## src/size_class_block_allocator_top_assert.svh

```systemverilog
// Assertion macros for the size class block allocator.
// SCBA_ASSERT_NOW checks the consequent in the same cycle as the antecedent,
// SCBA_ASSERT_NEXT checks it in the next cycle.
`ifndef SIZE_CLASS_BLOCK_ALLOCATOR_TOP_ASSERT_SVH
`define SIZE_CLASS_BLOCK_ALLOCATOR_TOP_ASSERT_SVH
`ifndef SYNTHESIS
`define SCBA_ASSERT_NOW(label, clk, rst_n, ante, cons, msg) \
	label: assert property (@(posedge clk) disable iff (!(rst_n)) (ante) |-> (cons)) \
		else $error(msg);
`define SCBA_ASSERT_NEXT(label, clk, rst_n, ante, cons, msg) \
	label: assert property (@(posedge clk) disable iff (!(rst_n)) (ante) |=> (cons)) \
		else $error(msg);
`else
`define SCBA_ASSERT_NOW(label, clk, rst_n, ante, cons, msg)
`define SCBA_ASSERT_NEXT(label, clk, rst_n, ante, cons, msg)
`endif
`endif

```

## src/scba_pkg.sv

```systemverilog
`timescale 1ns / 1ps
package scba_pkg;

	// pool geometry
	localparam int NUM_POOLS   = 3;
	localparam int POOL_BLOCKS = 64;
	localparam int CLASS_REGS  = 3;
	localparam int CFG_REGS    = 2 * CLASS_REGS;

	// widths
	localparam int POOL_W     = 2;
	localparam int POS_W      = 6;
	localparam int FILL_W     = $clog2(POOL_BLOCKS + 1);
	localparam int COUNT_W    = 7;
	localparam int BYTES_W    = 32;
	localparam int STATUS_W   = 3;
	localparam int CFG_IDX_W  = $clog2(CFG_REGS);
	localparam int CFG_DATA_W = 32;
	localparam int RAM_DEPTH  = NUM_POOLS * POOL_BLOCKS;
	localparam int RAM_ADDR_W = $clog2(RAM_DEPTH);

	// register map
	localparam int CFG_BYTES_BASE = 0;
	localparam int CFG_COUNT_BASE = CLASS_REGS;

	// request kinds
	localparam logic REQ_ALLOC = 1'b0;
	localparam logic REQ_FREE  = 1'b1;

	// result status codes
	localparam logic [STATUS_W-1:0] STAT_GRANTED  = 3'd0;
	localparam logic [STATUS_W-1:0] STAT_EXTERNAL = 3'd1;
	localparam logic [STATUS_W-1:0] STAT_FREED    = 3'd2;
	localparam logic [STATUS_W-1:0] STAT_EXT_FREE = 3'd3;
	localparam logic [STATUS_W-1:0] STAT_REJECTED = 3'd4;

	localparam logic [POOL_W-1:0] NO_POOL = 2'd3;

	localparam logic [BYTES_W-1:0] RESET_BYTES [CLASS_REGS] = '{32'd4096, 32'd40960, 32'd102400};
	localparam logic [COUNT_W-1:0] RESET_COUNT [CLASS_REGS] = '{7'd50, 7'd10, 7'd5};

	typedef struct packed {
		logic              req_type;
		logic [31:0]       req_size;
		logic [POOL_W-1:0] free_pool;
		logic [POS_W-1:0]  free_block;
	} scba_req_t;

	typedef struct packed {
		logic [STATUS_W-1:0] status;
		logic [POOL_W-1:0]   pool_index;
		logic [POS_W-1:0]    block_index;
	} scba_rsp_t;

	// controller to datapath commands
	typedef struct packed {
		logic load;
		logic exec;
		logic fin;
	} scba_cmd_t;

	// saturate a count register at the pool capacity
	function automatic logic [FILL_W-1:0] eff_count(input logic [COUNT_W-1:0] c);
		return (c > COUNT_W'(POOL_BLOCKS)) ? FILL_W'(POOL_BLOCKS) : FILL_W'(c);
	endfunction

endpackage

```

## src/scba_ram.sv

```systemverilog
`timescale 1ns / 1ps
module scba_ram #(
	parameter int WIDTH = 8,
	parameter int DEPTH = 16
) (
	input  logic                     clk,
	input  logic                     we,
	input  logic [$clog2(DEPTH)-1:0] addr,
	input  logic [WIDTH-1:0]         wdata,
	output logic [WIDTH-1:0]         rdata
);

	logic [WIDTH-1:0] mem_q [DEPTH];

	// write port and registered read
	always_ff @(posedge clk) begin
		if (we) begin
			mem_q[addr] <= wdata;
		end
		rdata <= mem_q[addr];
	end

endmodule

```

## src/scba_ctrl.sv

```systemverilog
`timescale 1ns / 1ps
`include "size_class_block_allocator_top_assert.svh"
module scba_ctrl (
	input  logic                clk,
	input  logic                arst_n,
	input  logic                start,
	output logic                busy,
	output scba_pkg::scba_cmd_t cmd,
	output logic                done
);

	localparam logic [1:0] ST_IDLE = 2'd0;
	localparam logic [1:0] ST_EXEC = 2'd1;
	localparam logic [1:0] ST_FIN  = 2'd2;

	logic [1:0] state_q;
	logic [1:0] state_d;
	logic       done_q;

	assign busy = (state_q != ST_IDLE);
	assign done = done_q;

	// issue datapath commands
	always_comb begin
		cmd.load = start && !busy;
		cmd.exec = (state_q == ST_EXEC);
		cmd.fin  = (state_q == ST_FIN);
	end

	// advance through lookup and finish
	always_comb begin
		unique case (state_q)
			ST_IDLE: state_d = start ? ST_EXEC : ST_IDLE;
			ST_EXEC: state_d = ST_FIN;
			ST_FIN:  state_d = ST_IDLE;
			default: state_d = ST_IDLE;
		endcase
	end

	always_ff @(posedge clk or negedge arst_n) begin
		if (!arst_n) begin
			state_q <= ST_IDLE;
			done_q  <= 1'b0;
		end else begin
			state_q <= state_d;
			done_q  <= (state_q == ST_FIN);
		end
	end

	`SCBA_ASSERT_NEXT(a_accept_busy, clk, arst_n, start && !busy, busy && cmd.exec,
		"accepted word did not start the lookup")
	`SCBA_ASSERT_NEXT(a_fin_done, clk, arst_n, cmd.fin, done && !busy,
		"finish step did not deliver a result")
	`SCBA_ASSERT_NEXT(a_done_single, clk, arst_n, done, !done,
		"result strobe held for more than one cycle")

endmodule

```

## src/scba_datapath.sv

```systemverilog
`timescale 1ns / 1ps
module scba_datapath (
	input  logic                                 clk,
	input  logic                                 arst_n,
	input  scba_pkg::scba_cmd_t                  cmd,
	input  scba_pkg::scba_req_t                  req,
	input  logic                                 cfg_we,
	input  logic [scba_pkg::CFG_IDX_W-1:0]       cfg_index,
	input  logic [scba_pkg::CFG_DATA_W-1:0]      cfg_data,
	output scba_pkg::scba_rsp_t                  rsp
);

	logic [scba_pkg::BYTES_W-1:0] bytes_q [scba_pkg::CLASS_REGS];
	logic [scba_pkg::COUNT_W-1:0] count_q [scba_pkg::CLASS_REGS];
	logic [scba_pkg::FILL_W-1:0]  fill_q  [scba_pkg::NUM_POOLS];
	logic [scba_pkg::FILL_W-1:0]  low_q   [scba_pkg::NUM_POOLS];
	scba_pkg::scba_req_t          req_q;

	logic [scba_pkg::STATUS_W-1:0] status_s1;
	logic [scba_pkg::POOL_W-1:0]   pool_s1;
	logic                          from_ram_s1;
	logic [scba_pkg::POS_W-1:0]    fresh_s1;
	scba_pkg::scba_rsp_t           rsp_q;

	logic                            fit_found;
	logic [scba_pkg::POOL_W-1:0]     fit_p;
	logic [scba_pkg::FILL_W-1:0]     a_fill;
	logic [scba_pkg::FILL_W-1:0]     a_top;
	logic [scba_pkg::FILL_W-1:0]     a_n;
	logic                            grant;
	logic                            f_valid_pool;
	logic [scba_pkg::POOL_W-1:0]     f_p;
	logic [scba_pkg::FILL_W-1:0]     f_fill;
	logic [scba_pkg::FILL_W-1:0]     f_n;
	logic                            push;
	logic [scba_pkg::STATUS_W-1:0]   status_d;
	logic [scba_pkg::POOL_W-1:0]     op_p;
	logic [scba_pkg::POS_W-1:0]      op_pos;
	logic [scba_pkg::RAM_ADDR_W-1:0] ram_addr;
	logic [scba_pkg::POS_W-1:0]      ram_rdata;

	// hold the accepted request
	always_ff @(posedge clk) begin
		if (cmd.load) begin
			req_q <= req;
		end
	end

	// configuration registers
	always_ff @(posedge clk or negedge arst_n) begin
		if (!arst_n) begin
			for (int i = 0; i < scba_pkg::CLASS_REGS; i++) begin
				bytes_q[i] <= scba_pkg::RESET_BYTES[i];
				count_q[i] <= scba_pkg::RESET_COUNT[i];
			end
		end else if (cfg_we) begin
			for (int i = 0; i < scba_pkg::CLASS_REGS; i++) begin
				if (cfg_index == scba_pkg::CFG_IDX_W'(scba_pkg::CFG_BYTES_BASE + i)) begin
					bytes_q[i] <= cfg_data;
				end
				if (cfg_index == scba_pkg::CFG_IDX_W'(scba_pkg::CFG_COUNT_BASE + i)) begin
					count_q[i] <= cfg_data[scba_pkg::COUNT_W-1:0];
				end
			end
		end
	end

	// pick the first class that fits, then decide pop or push
	always_comb begin
		fit_found = 1'b0;
		fit_p     = '0;
		for (int p = 0; p < scba_pkg::NUM_POOLS; p++) begin
			if (!fit_found && (req_q.req_size <= bytes_q[p])) begin
				fit_found = 1'b1;
				fit_p     = scba_pkg::POOL_W'(p);
			end
		end
		a_fill = fill_q[fit_p];
		a_top  = a_fill - scba_pkg::FILL_W'(1);
		a_n    = scba_pkg::eff_count(count_q[fit_p]);
		grant  = (req_q.req_type == scba_pkg::REQ_ALLOC) && fit_found &&
			(a_fill != '0);

		f_valid_pool = (req_q.free_pool != scba_pkg::NO_POOL) &&
			(req_q.free_pool < scba_pkg::POOL_W'(scba_pkg::NUM_POOLS));
		f_p    = f_valid_pool ? req_q.free_pool : '0;
		f_fill = fill_q[f_p];
		f_n    = scba_pkg::eff_count(count_q[f_p]);
		push   = (req_q.req_type == scba_pkg::REQ_FREE) && f_valid_pool &&
			(scba_pkg::FILL_W'(req_q.free_block) < f_n) && (f_fill < f_n);

		priority if (req_q.req_type == scba_pkg::REQ_ALLOC) begin
			status_d = grant ? scba_pkg::STAT_GRANTED : scba_pkg::STAT_EXTERNAL;
		end else if (req_q.free_pool == scba_pkg::NO_POOL) begin
			status_d = scba_pkg::STAT_EXT_FREE;
		end else if (push) begin
			status_d = scba_pkg::STAT_FREED;
		end else begin
			status_d = scba_pkg::STAT_REJECTED;
		end

		op_p     = grant ? fit_p : f_p;
		op_pos   = grant ? a_top[scba_pkg::POS_W-1:0] : f_fill[scba_pkg::POS_W-1:0];
		ram_addr = scba_pkg::RAM_ADDR_W'(op_p) * scba_pkg::RAM_ADDR_W'(scba_pkg::POOL_BLOCKS) +
			scba_pkg::RAM_ADDR_W'(op_pos);
	end

	// stack fill and low-water mark: entries below the mark still hold refill values
	always_ff @(posedge clk or negedge arst_n) begin
		if (!arst_n) begin
			for (int p = 0; p < scba_pkg::NUM_POOLS; p++) begin
				fill_q[p] <= scba_pkg::eff_count(scba_pkg::RESET_COUNT[p]);
				low_q[p]  <= scba_pkg::eff_count(scba_pkg::RESET_COUNT[p]);
			end
		end else begin
			for (int p = 0; p < scba_pkg::NUM_POOLS; p++) begin
				if (cfg_we &&
					cfg_index == scba_pkg::CFG_IDX_W'(scba_pkg::CFG_COUNT_BASE + p)) begin
					fill_q[p] <= scba_pkg::eff_count(cfg_data[scba_pkg::COUNT_W-1:0]);
					low_q[p]  <= scba_pkg::eff_count(cfg_data[scba_pkg::COUNT_W-1:0]);
				end else if (cmd.exec && grant && fit_p == scba_pkg::POOL_W'(p)) begin
					fill_q[p] <= a_top;
					if (a_top < low_q[p]) begin
						low_q[p] <= a_top;
					end
				end else if (cmd.exec && push && f_p == scba_pkg::POOL_W'(p)) begin
					fill_q[p] <= f_fill + scba_pkg::FILL_W'(1);
				end
			end
		end
	end

	// free-list storage for all pools
	scba_ram #(
		.WIDTH(scba_pkg::POS_W),
		.DEPTH(scba_pkg::RAM_DEPTH)
	) u_stack_ram (
		.clk  (clk),
		.we   (cmd.exec && push),
		.addr (ram_addr),
		.wdata(req_q.free_block),
		.rdata(ram_rdata)
	);

	// hold lookup outcome while the read completes
	always_ff @(posedge clk) begin
		if (cmd.exec) begin
			status_s1   <= status_d;
			pool_s1     <= grant ? fit_p : scba_pkg::NO_POOL;
			from_ram_s1 <= (a_top >= low_q[fit_p]);
			fresh_s1    <= scba_pkg::POS_W'(a_n - a_fill);
		end
	end

	// build the result word
	always_ff @(posedge clk) begin
		if (cmd.fin) begin
			rsp_q.status     <= status_s1;
			rsp_q.pool_index <= pool_s1;
			if (status_s1 == scba_pkg::STAT_GRANTED) begin
				rsp_q.block_index <= from_ram_s1 ? ram_rdata : fresh_s1;
			end else begin
				rsp_q.block_index <= '0;
			end
		end
	end

	assign rsp = rsp_q;

endmodule

```

## src/size_class_block_allocator_top.sv

```systemverilog
`timescale 1ns / 1ps
// Fixed-block allocator with three size-class pools, each a LIFO free list of
// block indices. Pulse start with a request word while busy is low; busy stays
// high through the exec and finish steps, and the response word appears on rsp
// with done high for exactly one cycle, once the controller is back in idle.
// The receiver cannot stall, so capture rsp whenever done is high. A new
// request is accepted only in idle: the exec step does the size compare and
// stack update, the finish step takes the registered read of the shared
// free-list RAM, and back in idle the next word is taken. Write configuration
// only while idle; writing a count register refills that pool at once.
module size_class_block_allocator_top (
	input  logic                            clk,
	input  logic                            arst_n,
	input  logic                            start,
	output logic                            busy,
	input  scba_pkg::scba_req_t             req,
	output logic                            done,
	output scba_pkg::scba_rsp_t             rsp,
	input  logic                            cfg_we,
	input  logic [scba_pkg::CFG_IDX_W-1:0]  cfg_index,
	input  logic [scba_pkg::CFG_DATA_W-1:0] cfg_data
);

	scba_pkg::scba_cmd_t cmd;

	scba_ctrl u_ctrl (
		.clk   (clk),
		.arst_n(arst_n),
		.start (start),
		.busy  (busy),
		.cmd   (cmd),
		.done  (done)
	);

	scba_datapath u_datapath (
		.clk      (clk),
		.arst_n   (arst_n),
		.cmd      (cmd),
		.req      (req),
		.cfg_we   (cfg_we),
		.cfg_index(cfg_index),
		.cfg_data (cfg_data),
		.rsp      (rsp)
	);

endmodule

```

## config.mk

```make
export PLATFORM = sky130hd
export DESIGN_NAME = size_class_block_allocator_top
export DESIGN_NICKNAME = d
export VERILOG_FILES = /design/src/scba_pkg.sv /design/src/scba_ram.sv /design/src/scba_ctrl.sv /design/src/scba_datapath.sv /design/src/size_class_block_allocator_top.sv
export VERILOG_INCLUDE_DIRS = /design/src /design/src/src
export SDC_FILE = /design/constraint.sdc
export NUM_CORES = 2
export LEC_CHECK = 0
export ABC_AREA = 1
export BUFFER_PORTS_ARGS = -buffer_cell sky130_fd_sc_hd__clkbuf_2
export CORE_MARGIN = 1
export CORE_UTILIZATION = 42
export DETAILED_ROUTE_END_ITERATION = 12
export PLACE_DENSITY = 0.67
export SYNTH_ARGS = -nofsm -noshare
export SYNTH_HDL_FRONTEND = slang
export SYNTH_HIERARCHICAL = 1
export SYNTH_SLANG_ARGS = --single-unit
```

## constraint.sdc

```tcl
create_clock -name clk -period 6.3 [get_ports clk]
set_clock_uncertainty 0.2 [all_clocks]
set_input_delay 1.89 -clock clk [delete_from_list [all_inputs] [get_ports clk]]
set_output_delay 1.89 -clock clk [all_outputs]
set_load 0.01 [all_outputs]
```

# Yosys cells after proc, flatten, opt, wreduce, memory -nomap -nowiden
# Memory sizes are Yosys's and may differ from the RTL's. A register that Yosys moved wholly into a read port is not among the register bits.
# Cells that the tools add are included.
# W data, S select, Z words.
[op_classes] add_sub_neg=4 n_lt_le_gt_ge=15 n_eq_ne=13 n_mux=53 bitwise=3 reduce_logical=48
[ops] operator="$mux W7" count=30
[ops] operator="$le A32 B32 Y1" count=3
[ops] operator="$bmux W7 S2" count=5
[ops] operator="$lt A7 B7 Y1" count=4
[ops] operator="$gt A7 B7 Y1 const B" count=3
[ops] operator="$logic_and A1 B1 Y1" count=20
[ops] operator="$mux W6" count=3
[ops] operator="$reduce_and A2 Y1" count=9
[ops] operator="$reduce_bool A2 Y1" count=7
[ops] operator="$mux W3" count=3
[ops] operator="$reduce_bool A3 Y1" count=3
[ops] operator="$add A8 B6 Y8" count=1
[ops] operator="$eq A2 B2 Y1 const B" count=4
[ops] operator="$mux W1" count=8
[ops] operator="$add A7 B1 Y7 const B" count=1
[ops] operator="$ge A7 B7 Y1" count=1
[ops] operator="$lt A6 B7 Y1" count=1
[ops] operator="$reduce_bool A7 Y1" count=1
[ops] operator="$sub A7 B1 Y7 const B" count=1
[ops] operator="$eq A2 B1 Y1 const B" count=3
[ops] operator="$eq A3 B2 Y1 const B" count=2
[ops] operator="$eq A3 B3 Y1 const B" count=2
[ops] operator="$ge A3 B3 Y1 const B" count=2
[ops] operator="$logic_not A2 Y1" count=3
[ops] operator="other kinds (10)" count=16
[totals] ff_bits=226 ram_bits=1152 inputBits=80 n_memories=1
[mem_list] name="u_datapath.u_stack_ram.mem_q" words=192 word_bits=6 read_ports=1 rd_ports_with_merged_regs=1 wr=1 line="scba_ram.sv:13" source="logic [WIDTH-1:0] mem_q [DEPTH];"

# Logic depth before layout (Yosys ltp)
[logic_depth] word_depth=18 mapped_depth=46 depth_no_buf=39

# Modules after synthesis
# Netlist, hierarchy kept.
[by_module_without_submodules] module="scba_ram" n_inst=1 cells_per_inst=4709 area_per_inst_um2=48430.2 seq_area_each_um2=34713.3
[by_module_without_submodules] module="scba_datapath" n_inst=1 cells_per_inst=1692 area_per_inst_um2=13751.9 seq_area_each_um2=5934.4
[by_module_without_submodules] module="scba_ctrl" n_inst=1 cells_per_inst=10 area_per_inst_um2=106.4 seq_area_each_um2=75.1

# Worst setup path before layout
# No wires, ideal clock.
[synth_path] path_kind="register to register" startpoint="register u_datapath/req_q[4] (netlist name)" endpoint="memory u_datapath/u_stack_ram/mem_q[11][0] (netlist name), enable pin" arrival_ns=4.823 slack_ns=0.928 path_stages_with_launch=10 synth_period_minus_slack_ns=5.372 path_cell_list="edfxtp_1 ha_1 a21oi_1 o21ai_0 a21o_1 nor3_1 clkbuf_1 clkbuf_1 nand2_1 nor2_1"
[synth_via] elab_chain_len=6
[synth_rtl] element="start, declared" line="scba_datapath.sv:17" source="scba_pkg::scba_req_t req_q;"
[synth_rtl] element="start signal, assigned" line="scba_datapath.sv:45" source="req_q <= req;"
[synth_rtl] element="$lt A6 B7 Y1" line="scba_datapath.sv:90" source="(scba_pkg::FILL_W'(req_q.free_block) < f_n) && (f_fill < f_n);"
[synth_rtl] element="$logic_and A1 B1 Y1" line="scba_datapath.sv:89" source="push = (req_q.req_type == scba_pkg::REQ_FREE) && f_valid_pool &&"
[synth_rtl] element="$logic_and A1 B1 Y1" line="scba_datapath.sv:90"
[synth_rtl] element="$logic_and A1 B1 Y1" line="scba_datapath.sv:139" source=".we (cmd.exec && push),"
[synth_rtl] element="$mux W1" line="scba_ram.sv:17" source="if (we) begin"
[synth_rtl] element="$mux W1 (implied by the code)" line="scba_ram.sv:18" source="mem_q[addr] <= wdata;"
[synth_rtl] element="end, declared" line="scba_ram.sv:13"
# No other way between the ends.

# Worst setup path after layout
[layout_path] startpoint="register u_datapath/req_q[6] (netlist name)" endpoint="memory u_datapath/u_stack_ram/mem_q[40][1] (netlist name), enable pin"
[layout_via] elab_chain_len=15 word_cells_on_any_way=24 classes_between="add/sub: 1; order compare: 4; eq/ne: 1; mux: 12; bitwise: 1; reduce/logical: 5"
[layout_rtl] element="$lt A2 B2 Y1 or $ne A2 B2 Y1 (tied branches)" line="scba_datapath.sv:85, scba_datapath.sv:84"
[layout_rtl] element="$logic_and A1 B1 Y1" line="scba_datapath.sv:84" source="f_valid_pool = (req_q.free_pool != scba_pkg::NO_POOL) &&"
[layout_rtl] element="$mux W2" line="scba_datapath.sv:86" source="f_p = f_valid_pool ? req_q.free_pool : '0;"
[layout_rtl] element="$not A2 Y3 (implied by the code)" line="scba_datapath.sv:87, scba_datapath.sv:88"
[layout_rtl] element="$bmux W7 S2" line="scba_datapath.sv:88" source="f_n = scba_pkg::eff_count(count_q[f_p]);"
[layout_rtl] element="$mux W7 (implied by the code) (2 in series)" line="scba_datapath.sv:88"
[layout_rtl] element="$gt A7 B7 Y1" line="scba_pkg.sv:64" source="return (c > COUNT_W'(POOL_BLOCKS)) ? FILL_W'(POOL_BLOCKS) : FILL_W'(c);"
[layout_rtl] element="$mux W7" line="scba_pkg.sv:64"
[layout_rtl] element="$lt A6 B7 Y1" line="scba_datapath.sv:90"
[layout_rtl] element="$logic_and A1 B1 Y1" line="scba_datapath.sv:89"
[layout_rtl] element="$logic_and A1 B1 Y1" line="scba_datapath.sv:90"
[layout_rtl] element="$logic_and A1 B1 Y1" line="scba_datapath.sv:139"
[layout_rtl] element="$mux W1" line="scba_ram.sv:17"
[layout_rtl] element="$mux W1 (implied by the code)" line="scba_ram.sv:18"
# Several ways; a longest one is shown, not always the timed one. The select of a mux whose other input is x is not followed.

==> reports/results.ini <==
[drt]
drt_first_pass_iters=10
drc=1
post_drt_via_cell_ratio=5.20
ant_nets=0
dr_total_vias=44523
wl_met1_microns=70200
maxUsedRoutingLayer=met5
wl_per_cell_microns=19.4
wl_met3_microns=14400
drt_iter0_markers=4661
wl_met2_microns=76900
wl_microns=167000

[setup_path]
worst-setup-path-type=reg -> reg
path_buf_inv=4
crit_family=simple AND/OR/NAND/NOR gates
rr_worst_depth=15
crit_path_end_kind=register
path_max_fanout=21
cp_cell_sequence=inv_1 > ha_1 > inv_1 > nor2_1 > inv_1 > o21ai_0 > ha_1 > nand2_1 > o21ai_1 > nand3_1 > nand2_1 > nor3_2 > buf_4 > nand2_1 > nor2_1
start_kind=register
timing.rr.start=u_datapath/req_q[6]
required_ns=6.52
cp.arrival_ns=6.40
regToRegSetupSlack_ns=0.12
cp_slowest_cell=o21ai_0
rr_endpoint=u_datapath/u_stack_ram/mem_q[40][1]
cpPeakStageDelay_ns=1.00

[synth]
syn_inst=6411
synth-seq-area-share_pct=65.4
yosys_register_bits=1384
synth_edf_count=1216
yosysUniqueCellTypes=58
async_flop_share_pct=11.7
synth_ff_type=edfxtp_1
synth_area_per_cell_sq_um=9.72
syn_area_sq_um=62300
ys.warnings.count=6
synth_nets=6635

[global_routing]
track_usage_pct=21.8
grt_pass1_wl_microns=253000
grt_max_degree=194
grt_pass1_vias=42938
antenna_found_initial=4
overflow=0

[timing]
worst_pin_slew_ns=1.19
slew_violations=0
hold_violations=0
post-route-min-period_ns=6.18
timing.final.ws_setup_ns=0.124
setup_violations=0
min_period_over_period_pct=98.0
fin_hold_ws_ns=0.219
slew_headroom_pct=19.9
rsz0062_at_grt=true
max_freq_mhz=162

[placement]
gp_congestion=0.946
pre_cts_ws_ns=0.296
io_buffers=92
placed_area_sq_um=65300
dp_hpwl_microns=102000

[clocking]
clock_path_buffers=3
numCtsBuffers=148
clk_pin_slew_worst_paths_ns=0.06
clk_latency_ns=0.78
cts.sinks=1384
htreeDepth=4
tritoncts=yes
root_buffer=clkbuf_16

[floorplanning]
die_h_microns=387
initial_core_util_pct=42.5
die_w_microns=387
pin_count=93
core_area_sq_um=146000
rows=140
die-area_sq_um=150000

[min_path]
hp-start=u_datapath/pool_s1[1]
holdPathStages=0
holdPathEnd=u_datapath/rsp[7]
min_path_type=reg -> reg

[status]
violations=DRC
status=finished with violations

[layout]
final_cell_mix=nand2_1 (3261), edfxtp_1 (1216), nor2_1 (470), inv_1 (277), o21ai_0 (166)
drive_gt1_share_pct=8.57
final_net_count=6755
synthToLayoutAreaGrowth_pct=13.1
fin_util_pct=48.1
stdcell_area_sq_um=70400
final_common_cell=nand2_1
n_fill_cell=13174

[pwr]
power_density_nw_per_um2=456
p_leak_nw=29.6
peakVddDrop_mv=0.400

[job]
max_cap_violations=0

sequential cells by signal, summed over array words and instances, names as in the netlist:
register	count
u_datapath/status_s1	3
u_datapath/u_stack_ram/rdata	6
u_ctrl/state_q	2
u_datapath/req_q	41
u_datapath/u_stack_ram/mem_q	1152
u_datapath/rsp	11
u_datapath/bytes_q	96
u_datapath/fresh_s1	6
u_ctrl/done	1
u_datapath/fill_q	21
u_datapath/from_ram_s1	1
u_datapath/pool_s1	2
u_datapath/low_q	21
u_datapath/count_q	21
through the flow:
step	TNS [ns]	cells	total power, mW
after floorplan	0	6411	18.9
after global placement	0	8284	23.0
after detailed placement	0	8284	23.1
after CTS	0	8554	31.9
after global routing	-11.91	8569	33.9
final	0	8569	32.1
how the worst max path moves through the flow:
stage                         start                             endpoint  slack [ns]  cells past startpoint
3_3_place_gp   u_datapath/req_q[39]      u_datapath/u_stack_ram/rdata[3]        0.32                     33
5_1_grt        u_datapath/req_q[39]   u_datapath/u_stack_ram/mem_q[4][4]       -0.12                     26
6_report        u_datapath/req_q[6]  u_datapath/u_stack_ram/mem_q[40][1]        0.12                     15
2_1_floorplan   u_datapath/req_q[4]  u_datapath/u_stack_ram/mem_q[11][0]        0.93                      9
3_5_place_dp   u_datapath/req_q[39]      u_datapath/u_stack_ram/rdata[3]        0.30                     33
4_1_cts        u_datapath/req_q[39]      u_datapath/u_stack_ram/rdata[3]        0.27                     33
cells in the mapped netlist, types with 10 or more instances:
cell | instances | share of area, %
o21ai_0 | 166 | 1.3
nand2_1 | 3263 | 20
dfstp_2 | 27 | 1.1
nand4_1 | 13 | 0.13
inv_2 | 10 | 0.060
a21oi_1 | 107 | 0.86
clkbuf_1 | 104 | 0.63
ha_1 | 144 | 2.9
buf_2 | 132 | 1.1
nand3_1 | 146 | 1.2
dfrtp_1 | 135 | 5.4
inv_1 | 278 | 1.7
o21ai_1 | 34 | 0.27
o21a_1 | 13 | 0.16
buf_6 | 13 | 0.24
buf_1 | 15 | 0.090
edfxtp_1 | 1216 | 59
nor2_1 | 483 | 2.9
nand2_2 | 10 | 0.10
power by group:
group	switching, mW	total (mW)	internal (mW)
registers	0.273	10.8	10.5
clock network	3.58	8.74	5.16
logic	8.99	12.6	3.63
cells by family (layout without fill, tap and decap cells):
kind of cell	count (synthesis)	after routing	synth area share (%)
flip-flops	1384	1384	65.4
XOR/XNOR	9	9	0.127
buffers and inverters	566	805	3.89
other	0	1	0
AO/OA/AOI/OAI	362	363	3.28
AND/OR/NAND/NOR	3946	3946	24.4
adder cells (fa/ha/maj)	144	144	2.89
worst reg2reg max path, delay by kind of cell (launching register included):
kind                       cells  cell delay [ns]
AOI/OAI and AO/OA              2             1.07
adders and majority gates      2             0.75
buffers and inverters          4             1.11
DFF                            1             0.48
and+or+nand+nor                7             2.23
layout make-up:
cell class                 count  area [sq um]  area share [%]
timing repair buffer         240          2020            2.87
antenna                        1          2.50         0.00355
clock inverter                86           831            1.18
tap                         1917          2400            3.41
timing repair inverter         2          17.5          0.0249
multi-input combinational   4462         19200            27.3
sequential                  1384         40700            57.8
inverter                     293          1130            1.60
clock buffer                 184          4070            5.78
routing by layer:
metal / global-route usage, % / up-vias
li1: - / 21078
met1: 29.8 / 21287
met2: 35.0 / 1835
met3: 4.08 / 319
met4: 7.04 / 4
met5: 0 / -
timing repair:
item / CTS / global route
hold buffers: 0 / 0
buffers inserted: 0 / 9
setup endpoints to repair: 0 / 155
gates resized for setup: 0 / 20
Power figures use the tool's default switching activity.
